File: config.mk
export PLATFORM = sky130hd
export DESIGN_NAME = tbo_ctrl
export DESIGN_NICKNAME = d
export VERILOG_FILES = /design/src/rtl/tbo_pkg.sv /design/src/rtl/tbo_ctrl.sv
export SDC_FILE = /design/constraint.sdc
export NUM_CORES = 1
export LEC_CHECK = 0
export BUFFER_PORTS_ARGS = -buffer_cell sky130_fd_sc_hd__buf_2
export CORE_AREA = 2 2 39 41
export CTS_BUF_LIST = sky130_fd_sc_hd__clkbuf_16
export DETAILED_ROUTE_END_ITERATION = 6
export DIE_AREA = 0 0 41 43
export GPL_ROUTABILITY_DRIVEN = 0
export SYNTH_ARGS = -nofsm -noshare
export SYNTH_HDL_FRONTEND = slang
export SYNTH_SLANG_ARGS = --single-unit
File: constraint.sdc
create_clock -name clk -period 1.9 [get_ports clk]
set_clock_uncertainty 0.2 [all_clocks]
set_input_delay 0.38 -clock clk [delete_from_list [all_inputs] [get_ports clk]]
set_output_delay 0.38 -clock clk [all_outputs]
set_load 0.01 [all_outputs]
File: src/rtl/tbo_pkg.sv
// shared widths, result codes and controller/datapath interface structs
package tbo_pkg;

  localparam int TS_W      = 63;
  localparam int OFF_W     = 48;
  localparam int IV_W      = 32;
  localparam int STATUS_W  = 3;
  localparam int DIV_STEPS = TS_W;
  localparam int CNT_W     = $clog2(DIV_STEPS);

  localparam logic [IV_W-1:0] IV_RESET = 32'd1000000000;

  typedef enum logic [STATUS_W-1:0] {
    ST_STORED   = 3'd0,
    ST_SKIPPED  = 3'd1,
    ST_INVALID  = 3'd2,
    ST_FOUND    = 3'd3,
    ST_NOTFOUND = 3'd4,
    ST_FULL     = 3'd5
  } status_t;

  // controller to datapath
  typedef struct packed {
    logic    load;       // capture the request fields
    logic    first;      // first add on an empty index
    logic    div_init;   // load dividend, clear remainder
    logic    div_step;   // one restoring division step
    logic    fill_init;  // fill pointer to top bucket + 1
    logic    fill_step;  // write one bucket, advance pointer
    logic    commit;     // latest time and top bucket take new values
    logic    rd_issue;   // read the clamped bucket
    logic    reply;      // register the result and strobe done
    status_t code;
  } dp_cmd_t;

  // datapath to controller
  typedef struct packed {
    logic is_add;
    logic invalid;
    logic empty;
    logic too_early;
    logic out_of_range;
    logic div_last;
    logic quot_full;
    logic fill_done;
  } dp_stat_t;

endpackage

File: src/rtl/tbo_ctrl.sv
// sequencing state machine for the time bucket index
module tbo_ctrl (
  input  logic              clk,
  input  logic              rst,
  input  logic              start,
  output logic              busy,
  input  tbo_pkg::dp_stat_t stat,
  output tbo_pkg::dp_cmd_t  cmd
);
  import tbo_pkg::*;

  typedef enum logic [2:0] {
    S_IDLE,
    S_CHECK,
    S_DIVIDE,
    S_DECIDE,
    S_FILL,
    S_RDWAIT
  } state_t;

  state_t state, state_next;

  assign busy = (state != S_IDLE);

  always_comb begin
    cmd        = '0;
    cmd.code   = ST_STORED;
    state_next = state;
    case (state)
      S_IDLE: begin
        if (start) begin
          cmd.load   = 1'b1;
          state_next = S_CHECK;
        end
      end
      S_CHECK: begin
        if (stat.is_add) begin
          if (stat.invalid) begin
            cmd.reply  = 1'b1;
            cmd.code   = ST_INVALID;
            state_next = S_IDLE;
          end else if (stat.empty) begin
            cmd.first  = 1'b1;
            cmd.reply  = 1'b1;
            cmd.code   = ST_STORED;
            state_next = S_IDLE;
          end else if (stat.too_early) begin
            cmd.reply  = 1'b1;
            cmd.code   = ST_SKIPPED;
            state_next = S_IDLE;
          end else begin
            cmd.div_init = 1'b1;
            state_next   = S_DIVIDE;
          end
        end else if (stat.out_of_range) begin
          cmd.reply  = 1'b1;
          cmd.code   = ST_NOTFOUND;
          state_next = S_IDLE;
        end else begin
          cmd.div_init = 1'b1;
          state_next   = S_DIVIDE;
        end
      end
      S_DIVIDE: begin
        cmd.div_step = 1'b1;
        if (stat.div_last) begin
          state_next = S_DECIDE;
        end
      end
      S_DECIDE: begin
        if (stat.is_add) begin
          if (stat.quot_full) begin
            cmd.reply  = 1'b1;
            cmd.code   = ST_FULL;
            state_next = S_IDLE;
          end else begin
            cmd.fill_init = 1'b1;
            state_next    = S_FILL;
          end
        end else begin
          cmd.rd_issue = 1'b1;
          state_next   = S_RDWAIT;
        end
      end
      S_FILL: begin
        if (stat.fill_done) begin
          cmd.commit = 1'b1;
          cmd.reply  = 1'b1;
          cmd.code   = ST_STORED;
          state_next = S_IDLE;
        end else begin
          cmd.fill_step = 1'b1;
        end
      end
      S_RDWAIT: begin
        cmd.reply  = 1'b1;
        cmd.code   = ST_FOUND;
        state_next = S_IDLE;
      end
      default: begin
        state_next = S_IDLE;
      end
    endcase
  end

  always_ff @(posedge clk) begin
    if (rst) begin
      state <= S_IDLE;
    end else begin
      state <= state_next;
    end
  end

endmodule

Word level (Yosys, flattened, before mapping)
Cells that the tools add are included.
{"block": "totals", "output_inout_bits": 13, "elab_cells": 51, "reg_bits": 3}
{"block": "classes", "eq_ne": 8, "mux": 39, "n_reduce_logical": 3}
{"operator": "4-bit 2-to-1 mux", "n": 8}
{"operator": "3-bit 2-to-1 mux", "n": 6}
{"operator": "1-bit 2-to-1 mux", "n": 16}
{"operator": "4-bit case mux with 4 select lines", "n": 1}
{"operator": "3-bit case mux with 5 select lines", "n": 1}
{"operator": "2-bit 2-to-1 mux", "n": 7}
{"operator": "3-bit by 2-bit equality test with 1-bit output (second input constant)", "n": 2}
{"operator": "3-bit equality test (second input constant)", "n": 2}
{"operator": "2-bit inequality test (second input constant)", "n": 3}
{"operator": "3-bit by 1-bit equality test with 1-bit output (second input constant)", "n": 1}
{"operator": "3-bit logical NOT", "n": 1}
{"operator": "3-bit AND reduction", "n": 1}
{"operator": "3-bit nonzero test", "n": 1}

Depth between registers and ports, before layout
Gate-level depths: netlist of run 1.
{"block": "depth", "depth_word": 5, "ltp_mapped": 5, "ltp_nobuf": 4}

Worst setup path after synthesis of run 1
Ideal clock, no wire load.
{"block": "synth_timing", "path_type": "register -> output", "startpoint": "register state[2]", "endpoint": "output port cmd[0] (netlist bit)", "required_ps": 1320, "stages_incl_launch_ff": 5, "path_slack_ps": 82, "n_path_buf": 1, "arrival_time_ps": 1238, "path_cell_list": "dfxtp_1 buf_6 nand2b_1 or2_4 o41ai_1"}
{"item": "start, declared", "line": "tbo_ctrl.sv:21", "source": "state_t state, state_next;"}
{"item": "start signal, assigned", "line": "tbo_ctrl.sv:110", "source": "state <= state_next;"}
{"item": "end, declared", "line": "tbo_ctrl.sv:8", "source": "output tbo_pkg::dp_cmd_t cmd"}

==> out/results.txt, run 1 <==
The number of warnings printed during yosys synthesis was 0; the largest stage delay on the critical path was 0.32 ns. The via count of the first global-routing pass was 395. The number of antenna violations at the first check in global routing is 0. After legalization and detailed placement, the total HPWL measured 736 um. Along the worst path, the maximum fanout reaches 4.

The register with the most flip-flops in the layout has 3 of them. Across all layers, the routed design uses 440 vias. TritonCTS built the clock tree.

The count of buffers from port buffering was 23. The violation count after the first detailed-route iteration was 3; the total of max-cap violations was 0. Setup repair after global routing could not meet its margin everywhere. The number of rows in the core area was 14; the total global-route track usage was 0.125. The run gives 380 um2 as the combined area of all synthesized cells.

With fillers left out, the area of the finished cells amounts to 626 um2. The post-layout minimum cycle time is 1.89 ns, and the first-pass iteration count of the detailed router is 2. The post-layout instance count excluding filler cells came out at 96. The run gives 0.000335 uW as the static power due to leakage. The tools report the switching power of the nets as 123 uW. The most used flip-flop cell after synthesis is sky130_fd_sc_hd__dfxtp_1.

The root buffer cell chosen for the clock tree is sky130_fd_sc_hd__clkbuf_16. The total power divided by cell area came out at 839 nW/um2. The tools report the instance count of the mapped netlist as 53. The worst hold path belongs to the class input port to register.

The clock input transition at the sequential cells of the worst setup and hold paths is 0.03 ns, and the height of the die is 43 um. The fraction of registers with async set or reset after synthesis works out to 0. The share of the yosys chip area belonging to registers came out at 0.158.

The internal power of the cells totals 402 uW. The run finished with clean final reports. The area growth from synthesis to layout works out to 64.5%.

Sorting the synthesized cells by how often they occur yields sky130_fd_sc_hd__nor2_1 (7), sky130_fd_sc_hd__inv_1 (6), sky130_fd_sc_hd__nand2_1 (6). The run gives 91 as the number of placed instances with taps included. STA puts the critical path data required time at 1.32 ns. The count of buffering cells on the critical path with inverters included works out to 1.

By area the synthesized netlist is led by sky130_fd_sc_hd__dfxtp_1 (16%), sky130_fd_sc_hd__nor2_1 (6.9%), sky130_fd_sc_hd__buf_6 (5.9%), sky130_fd_sc_hd__inv_1 (5.9%), sky130_fd_sc_hd__nand2_1 (5.9%). The register with the most flip-flops in the final layout is state. The tools report the full die area as 1760 um2.

The switching share of power is 0.234. The relative max-transition margin was 0.834; the floorplan die width was 41 um. The proportion of layout cells with a drive suffix above 1 is 0.550, and the final setup violation count is 0.

The number of logic stages on the critical path including buffering was 4; the worst hold path depth was 2. Counting flops and latches in the post-synthesis netlist gives 3. The number of remaining DRC errors is 0, and the average footprint of a synthesized cell is 7.18 um2.

In this run the count of I/O pins placed on the die edge is 24. At the end of the flow, the number of nets in the layout was 92. For the final hold violation count, the log shows 0. The setup path with the least slack is of type register to primary output.

The combinational group share of total power is 0.231. VDD sags by at most 0.583 mV. For the pin with the worst max-slew slack, the measured transition is 0.246 ns. The first global-routing pass estimated 1520 um of wire. For the final worst hold slack, the log shows 0.148 ns. The total area inside the core boundary comes to 1380 um2. Broken down by cell family, the worst path's largest delay share belongs to simple AND/OR/NAND/NOR gates. Counting cells, the worst reg-to-reg path comes to 5. The number of different library cells used by synthesis comes to 27. The hold buffer count at CTS came out at 0. Wire length after detailed routing: 976 um.

The run gives 0.528 GHz as the maximum clock rate. The final-report max-slew violation count was 0. The run gives 1 as the total number of H-tree levels. The largest registers in the layout are state x3. In the final routed layout, each cell accounts on average for 10.2 um. The maximum root-to-sink buffer count is 2. In this run, CTS created clock tree buffers numbering 3. STA classifies the critical path endpoint as a primary output.

The biggest area contributor in the post-synthesis netlist is sky130_fd_sc_hd__dfxtp_1. The area fraction of the dominant cell type after synthesis was 0.158; the synthesized net count was 64. Using the TritonRoute via totals, the vias-per-cell ratio works out to 4.58. The tools report the cell area after placement as 503 um2.

By instance count, the leading cell after synthesis is sky130_fd_sc_hd__nor2_1. For the clock network latency to the later pin of the worst-skew pair, the log shows 0.22 ns. For the worst setup path, the data arrival time is 1.31 ns. The signal on the critical path passes through nand2b_4 -> or2_4 -> o41ai_2 -> buf_2. The sequential power share was 0.151.

The tools report the power after layout as 525 uW. After global routing the overflow that remains totals 0. The antenna violation net count after detailed routing was 0. STA classifies the critical path startpoint as a register. The cell with the biggest individual delay on the critical path was sky130_fd_sc_hd__dfxtp_2.

The run gives 0.618 as the share of total power in the clock network. The tree built by TritonCTS fans out to 3 sinks. The number of enable-type register cells in the synthesized netlist is 0. The logs give 13 for the pin count of the biggest net entering global routing and 0.275 for the initial core utilization. The final worst-path cycle share is 0.997.

The repair_antennas step left the layout with diodes totalling 0.
## through the flow
stage,worst slack [ns],util,setup TNS (ns)
2_1_floorplan,0.0819,-,0
5_1_grt,-0.0517,0.452,-0.0746
4_1_cts,0.0197,0.438,0
3_5_place_dp,0.0585,0.363,0
3_3_place_gp,0.0841,0.363,0
6_report,0.00643,0.452,0
## placed cells by master (no fill, tap or decap), types with 2 or more instances in the layout
| cell | n |
|---|---|
| sky130_fd_sc_hd__nand2_1 | 5 |
| sky130_fd_sc_hd__nor2_1 | 7 |
| sky130_fd_sc_hd__a21oi_1 | 2 |
| sky130_fd_sc_hd__clkbuf_16 | 3 |
| sky130_fd_sc_hd__nor3b_1 | 2 |
| sky130_fd_sc_hd__buf_4 | 4 |
| sky130_fd_sc_hd__inv_1 | 7 |
| sky130_fd_sc_hd__buf_2 | 23 |
| sky130_fd_sc_hd__nor3_1 | 3 |
| sky130_fd_sc_hd__nand2b_4 | 3 |
## cell families after synthesis
kind of cell    synth area share
compound gates             0.283
simple gates               0.378
buf+inv                    0.151
mux                       0.0296
flops                      0.158
## path summary, 6_finish.rpt
path	start	endpoint	slack (ns)
max	state[2]$_SDFFE_PP0P_	cmd[0]	0.006
min	rst	state[2]$_SDFFE_PP0P_	0.15
max reg2reg	state[2]$_SDFFE_PP0P_	state[0]$_SDFFE_PP0P_	0.48
min reg2reg	state[2]$_SDFFE_PP0P_	state[0]$_SDFFE_PP0P_	0.34
## timing repair
| action | CTS | global route |
|---|---|---|
| pin swaps | 2 | 0 |
| setup buffers | 0 | 1 |
| gates resized for setup | 5 | 5 |
| endpoints found under the setup margin | 3 | 6 |
## worst register-to-register path, delay by kind of cell (launching register included)
family          cells  cell delay [ns]
mux                 1             0.34
flops               1             0.33
compound gates      2             0.28
buf+inv             1             0.13
simple gates        1             0.03
## power by group through the flow
stage,sequential [uW],combinational (uW),clock (uW)
5_1_grt,80.3,134,339
2_1_floorplan,72.2,80.9,0
3_5_place_dp,76.8,111,0
4_1_cts,79.0,117,331
3_3_place_gp,76.7,111,0
6_report,79.1,121,324
## cell type report
type,instances,area [um2]
tap,16,20.0
multi-input combinational,40,294
clock inverter,1,3.75
clock buffer,3,75.1
fill,152,758
timing repair buffer,27,145
inverter,6,22.5
sequential,3,65.1
## per-layer routing
layer	up-vias	part of all wire	GRT usage
met5	-	0	0
met4	0	0	0.0600
met3	0	0.065	0.0471
met2	13	0.51	0.197
met1	190	0.43	0.141
li1	237	-	-
Note: power is estimated with default switching activity, not from simulation.
==> run 2, diff against run 1 <==
Settings changed: CELL_PAD_IN_SITES_DETAIL_PLACEMENT from default to 0, CELL_PAD_IN_SITES_GLOBAL_PLACEMENT from default to 1, CORE_AREA 2 2 39 41 to 2 2 42 44, DIE_AREA 0 0 41 43 to 0 0 44 46, PLACE_DENSITY_LB_ADDON from default to 0.1.
==> out/results.txt, run 2 (synthesized netlist as in run 1, its figures left out) <==
The final-report max-slew violation count is 0, and the floorplan die width is 44 um. Entering global routing, the biggest net connects 13 pins. The number of flip-flops in the largest register is 3. The worst setup path category was register to primary output. Setup repair after global routing could not meet its margin everywhere. The total number of H-tree levels is 1, and the final worst-path cycle share is 0.992.

The data required time of the critical path was 1.32 ns; the clock input transition at the sequential cells of the worst setup and hold paths was 0.03 ns. The number of rows in the core area is 15. At the worst endpoint, the arrival time is 1.30 ns.

The repair_antennas step left the layout with diodes totalling 0. The proportion of layout cells with a drive suffix above 1 was 0.590. The clock net in this run drives a total of 3 sinks.

The longest clock path from root to sink contains 2 buffers. For the finished layout, the period the worst path requires is 1.88 ns. The top cell types in the final layout, fill and taps aside, are sky130_fd_sc_hd__buf_2 (23), sky130_fd_sc_hd__nor2_1 (7), sky130_fd_sc_hd__inv_1 (7). The detailed-route vias per instance came out at 4.64. The routed design has 1050 um of wire. The final hold violation count was 0. TritonCTS built the clock tree. For the full die area, the log shows 2020 um2. The clock reaches the later pin of the worst-skew pair after 0.22 ns. Of all nets on the critical path, the largest fanout is 12.

Setup total negative slack on the finished layout was measured at 0 ns. Total global-route track usage: 0.107. The area growth from synthesis to layout is 76.6%, and the maximum VDD drop is 0.564 mV. Critical path launch point type: a register. The total power divided by cell area came out at 811 nW/um2.

The min-delay analysis places its worst path in the category input port to register. For the relative max-transition margin, the log shows 0.857. Total power for the finished layout comes to 545 uW. The first-pass iteration count of the detailed router was 3; the number of buffers created by CTS was 3. The residual overflow from global routing was 0; the floorplan core area was 1610 um2. The tools report the top-level port count as 24. For the count of vias placed by the detailed router, the log shows 464. In the final design database the tool counted 95 nets. The first global-routing pass estimated 1630 um of wire. Root cell of the clock tree: sky130_fd_sc_hd__clkbuf_16. The register with the most flip-flops was state. The run gives 0.531 GHz as the maximum clock rate. The wire-length estimate of the detail-placed layout is 842 um.

Across the run, the number of max-cap violations was 0. The largest registers in the layout are state x3. The initial core utilization is 0.236. Height of the die: 46 um. The number of remaining DRC errors came out at 0. The flow ran to the end, and the final reports show no timing, DRC or antenna violations. Final setup violation count: 0.

The number of antenna violations at the first check in global routing is 0, and the hold buffer count at CTS is 0. The worst-margin pin slew is 0.212 ns. The via count of the first global-routing pass was 401. The worst setup path is captured at a primary output. For this design the static power due to leakage is 0.000356 uW. The detail route stage leaves a number of antenna-violating nets equal to 0. Dividing the detail-routed wire length by the instance count gives 10.5 um. Leaving out fill and tap cells, the most frequent cell in the layout is sky130_fd_sc_hd__buf_2. The first routing iteration left 5 violations.

In this run the tool buffered the top-level ports with 23 buffer cells.
-- run 2: final timing paths --
path                            to                  start  cells past startpoint  slack (ns)
max                        cmd[11]  state[0]$_SDFFE_PP0P_                      4        0.02
max reg2reg  state[0]$_SDFFE_PP0P_  state[2]$_SDFFE_PP0P_                      5        0.46
min reg2reg  state[0]$_SDFFE_PP0P_  state[2]$_SDFFE_PP0P_                      2        0.35
min          state[2]$_SDFFE_PP0P_                    rst                      2        0.14
-- run 2: final cells by class --
type	instances	area, um2
clock buffers	3	75.1
clock inverters	1	3.75
fillers	188	942
inverters	6	22.5
multi-input cells	40	309
flip-flops and latches	3	65.1
well taps	17	21.3
repair buffers	30	175
-- run 2: layer usage --
metal,GRT usage,share of wire,vias up,wire length [um]
li1,-,-,244,-
met1,0.134,0.43,204,448
met2,0.171,0.48,14,507
met3,0.0238,0.067,2,70
met4,0.0545,0.020,0,21
met5,0,0,-,0
-- run 2: repair_timing --
item,CTS,global route
gates cloned,0,0
pin swaps,4,2
endpoints found under the setup margin,4,4
buffers inserted,1,1
resized for setup,8,6
-- run 2: power breakdown --
part | total [uW] | internal, uW | switching [uW]
clock network | 328 | 271 | 57.0
logic | 139 | 73.8 | 65.6
registers | 77.0 | 69.0 | 7.93
-- run 2: metrics by stage --
step	hold slack (ns)	cells	util	area [um2]	worst slack, ns
after CTS	0.149	99	0.397	641	0.0126
final	0.142	100	0.416	672	0.0157
after global placement	0.347	94	0.322	519	0.0970
after floorplan	0.252	53	-	380	0.0819
after detailed placement	0.337	94	0.322	519	0.0783
after global routing	0.154	100	0.416	672	-0.0355
-- run 2: critical path, stage by stage, from the launching register on --
cell,delay [ns]
sky130_fd_sc_hd__dfxtp_1,0.33
sky130_fd_sc_hd__buf_4,0.19
sky130_fd_sc_hd__or3_4,0.33
sky130_fd_sc_hd__nor2_1,0.10
sky130_fd_sc_hd__buf_2,0.13
==> run 3, diff against run 2 <==
Settings changed: REMOVE_ABC_BUFFERS from default to 1.
==> out/results.txt, run 3 (synthesized netlist as in run 1, its figures left out) <==
The flow ran to the end, and the final reports show no timing, DRC or antenna violations. STA classifies the critical path startpoint as a register. The total power divided by cell area is 828 nW/um2, and the wire length after detailed routing is 1080 um.

The run gives 1.32 ns as the data required time of the critical path. TritonCTS built the clock tree. The layout filler cell count is 188, and the total of max-cap violations is 0. In this run the standard cell core region covers 1610 um2. The utilization after layout is 0.404. The run gives 0.000352 uW as the static power due to leakage. Dividing the detail-routed wire length by the instance count gives 10.7 um. The first global-routing pass estimated 1630 um of wire. The clock input transition at the sequential cells of the worst setup and hold paths came out at 0.03 ns.

The tightest min-delay check is of the input port to register type. Across the VDD grid, the largest voltage drop is 0.691 mV. The run gives 380 as the via count of the first global-routing pass.

The detailed router finished its first iteration with 5 violations. Counting flops per register, the top entry is state. The proportion of layout cells with a drive suffix above 1 was 0.548; the maximum fanout encountered on the critical timing path was 6.

The tools report the maximum clock rate as 0.526 GHz. The arrival time of the worst setup path came out at 1.32 ns. Setup violations remaining at the end of the flow were counted as 0.

The total global-route track usage is 0.112, and the number of placed instances with taps included is 93. Count of buffers from port buffering: 23. The tree built by TritonCTS fans out to 3 sinks. Once detail routing completed, the nets flagged for antenna violations numbered 0. For this run, the post-layout net count is 96. The relative max-transition margin came out at 0.825. The maximum root-to-sink buffer count is 2. The worst setup path is captured at a primary output. The logs give 0 for the number of antenna violations at the first check in global routing and 838 um for the placed wire-length estimate. The tools report the number of buffers created by CTS as 3. The clock network latency to the later pin of the worst-skew pair was 0.22 ns; the full die area was 2020 um2. Setup repair after global routing could not meet its margin everywhere.

The worst path needs 1.90 ns of the cycle, external delays included. Summed over all layers, the global routing overflow is 0. The routing usage on met2 was 0.182; the reg-to-reg setup timing slack was 0.32 ns. At the pin with the least slew margin, the transition time is 0.260 ns. The number of antenna diodes in the final layout is 0.

The number of rows in the core area is 15, and the number of remaining DRC errors is 0. The run gives 0.0159 as the met3 capacity usage during global routing. Number of flip-flops in the largest register: 3.

For the final hold violation count, the log shows 0. The area growth from synthesis to layout was 71.4%. For the post-layout instance count excluding filler cells, the log shows 101.

The run gives 0 as the final-report max-slew violation count. The routed layout has 458 vias. The total number of H-tree levels is 1, and the height of the die is 46 um. The floorplan die width is 44 um. The detailed-route vias per instance was 4.53.

The tools report the root cell of the clock tree as sky130_fd_sc_hd__clkbuf_16. The final worst-path cycle share is 1.00, and the area taken by flip-flops and latches is 67.6 um2. Pin count of the biggest net entering global routing: 13. Leaving out fill and tap cells, the most frequent cell in the layout is sky130_fd_sc_hd__buf_2. Summing all multi-input logic gate instances after layout gives 283 um2. The first TritonRoute pass finished after 4 iterations. The largest registers in the layout are state x3. By startpoint and endpoint, the worst setup path is classified as register to primary output. The layer flagged by global routing as most heavily used is met2. The initial core utilization came out at 0.236. During I/O placement, the number of pins put on the boundary was 24. Leaving out fill and tap cells, the most frequent cells in the layout are sky130_fd_sc_hd__buf_2 (23), sky130_fd_sc_hd__inv_1 (7), sky130_fd_sc_hd__buf_4 (7). For the global routing met1 resource utilization, the log shows 0.136.
## run 3: cell count changes in the layout (fill, tap and decap cells not counted), sizes merged
cell  before  now
buf       30   31
## run 3: path summary, 6_finish.rpt
check                                            from                    end  depth (start not counted)
worst max-delay path            state[2]$_SDFFE_PP0P_                 cmd[0]                          4
worst min-delay path                              rst  state[2]$_SDFFE_PP0P_                          2
worst max register to register  state[2]$_SDFFE_PP0P_  state[1]$_SDFFE_PP0P_                          6
worst min register to register  state[1]$_SDFFE_PP0P_  state[1]$_SDFFE_PP0P_                          1
## run 3: report_power, final
part,leakage [uW],switching (uW),total [uW],internal [uW]
Sequential,0.0000261,7.27,75.1,67.9
Combinational,0.000284,64.8,136,70.8
Clock,0.0000423,57.6,329,271
## run 3: layout make-up
cell class / count / area share
repair buffers: 31 / 0.274
inverters: 6 / 0.0345
well taps: 17 / 0.0326
clock buffers: 3 / 0.115
multi-input cells: 40 / 0.434
clock inverters: 1 / 0.00576
flip-flops and latches: 3 / 0.104
## run 3: per-stage QoR
stage,instance area [um2],total power [uW],TNS [ns],setup WS [ns],hold slack (ns)
2_1_floorplan,345,142,0,0.0352,0.252
6_report,652,540,0,0.000386,0.144
4_1_cts,626,540,-0.0253,-0.0253,0.147
3_3_place_gp,512,196,0,0.0926,0.379
5_1_grt,652,569,-0.102,-0.0495,0.159
3_5_place_dp,512,194,0,0.0954,0.385
## run 3: per-layer routing
| metal | vias up | share of wire |
|---|---|---|
| met2 | 10 | 0.48 |
| li1 | 243 | - |
| met3 | 0 | 0.044 |
| met1 | 205 | 0.47 |
| met4 | 0 | 0 |
| met5 | - | 0 |
## run 3: what timing repair did
action | CTS | global route
pin swaps | 1 | 3
hold buffers | 0 | 0
endpoints found under the hold margin | 0 | 0
buffers inserted | 2 | 2
setup endpoints to repair | 4 | 5
resized for setup | 5 | 4
## run 3: worst max-delay path, cell delays in order, from the launching register on
cell                       delay, ns
sky130_fd_sc_hd__dfxtp_4        0.35
sky130_fd_sc_hd__nand2b_4       0.14
sky130_fd_sc_hd__or2_4          0.25
sky130_fd_sc_hd__o41ai_2        0.18
sky130_fd_sc_hd__buf_2          0.17
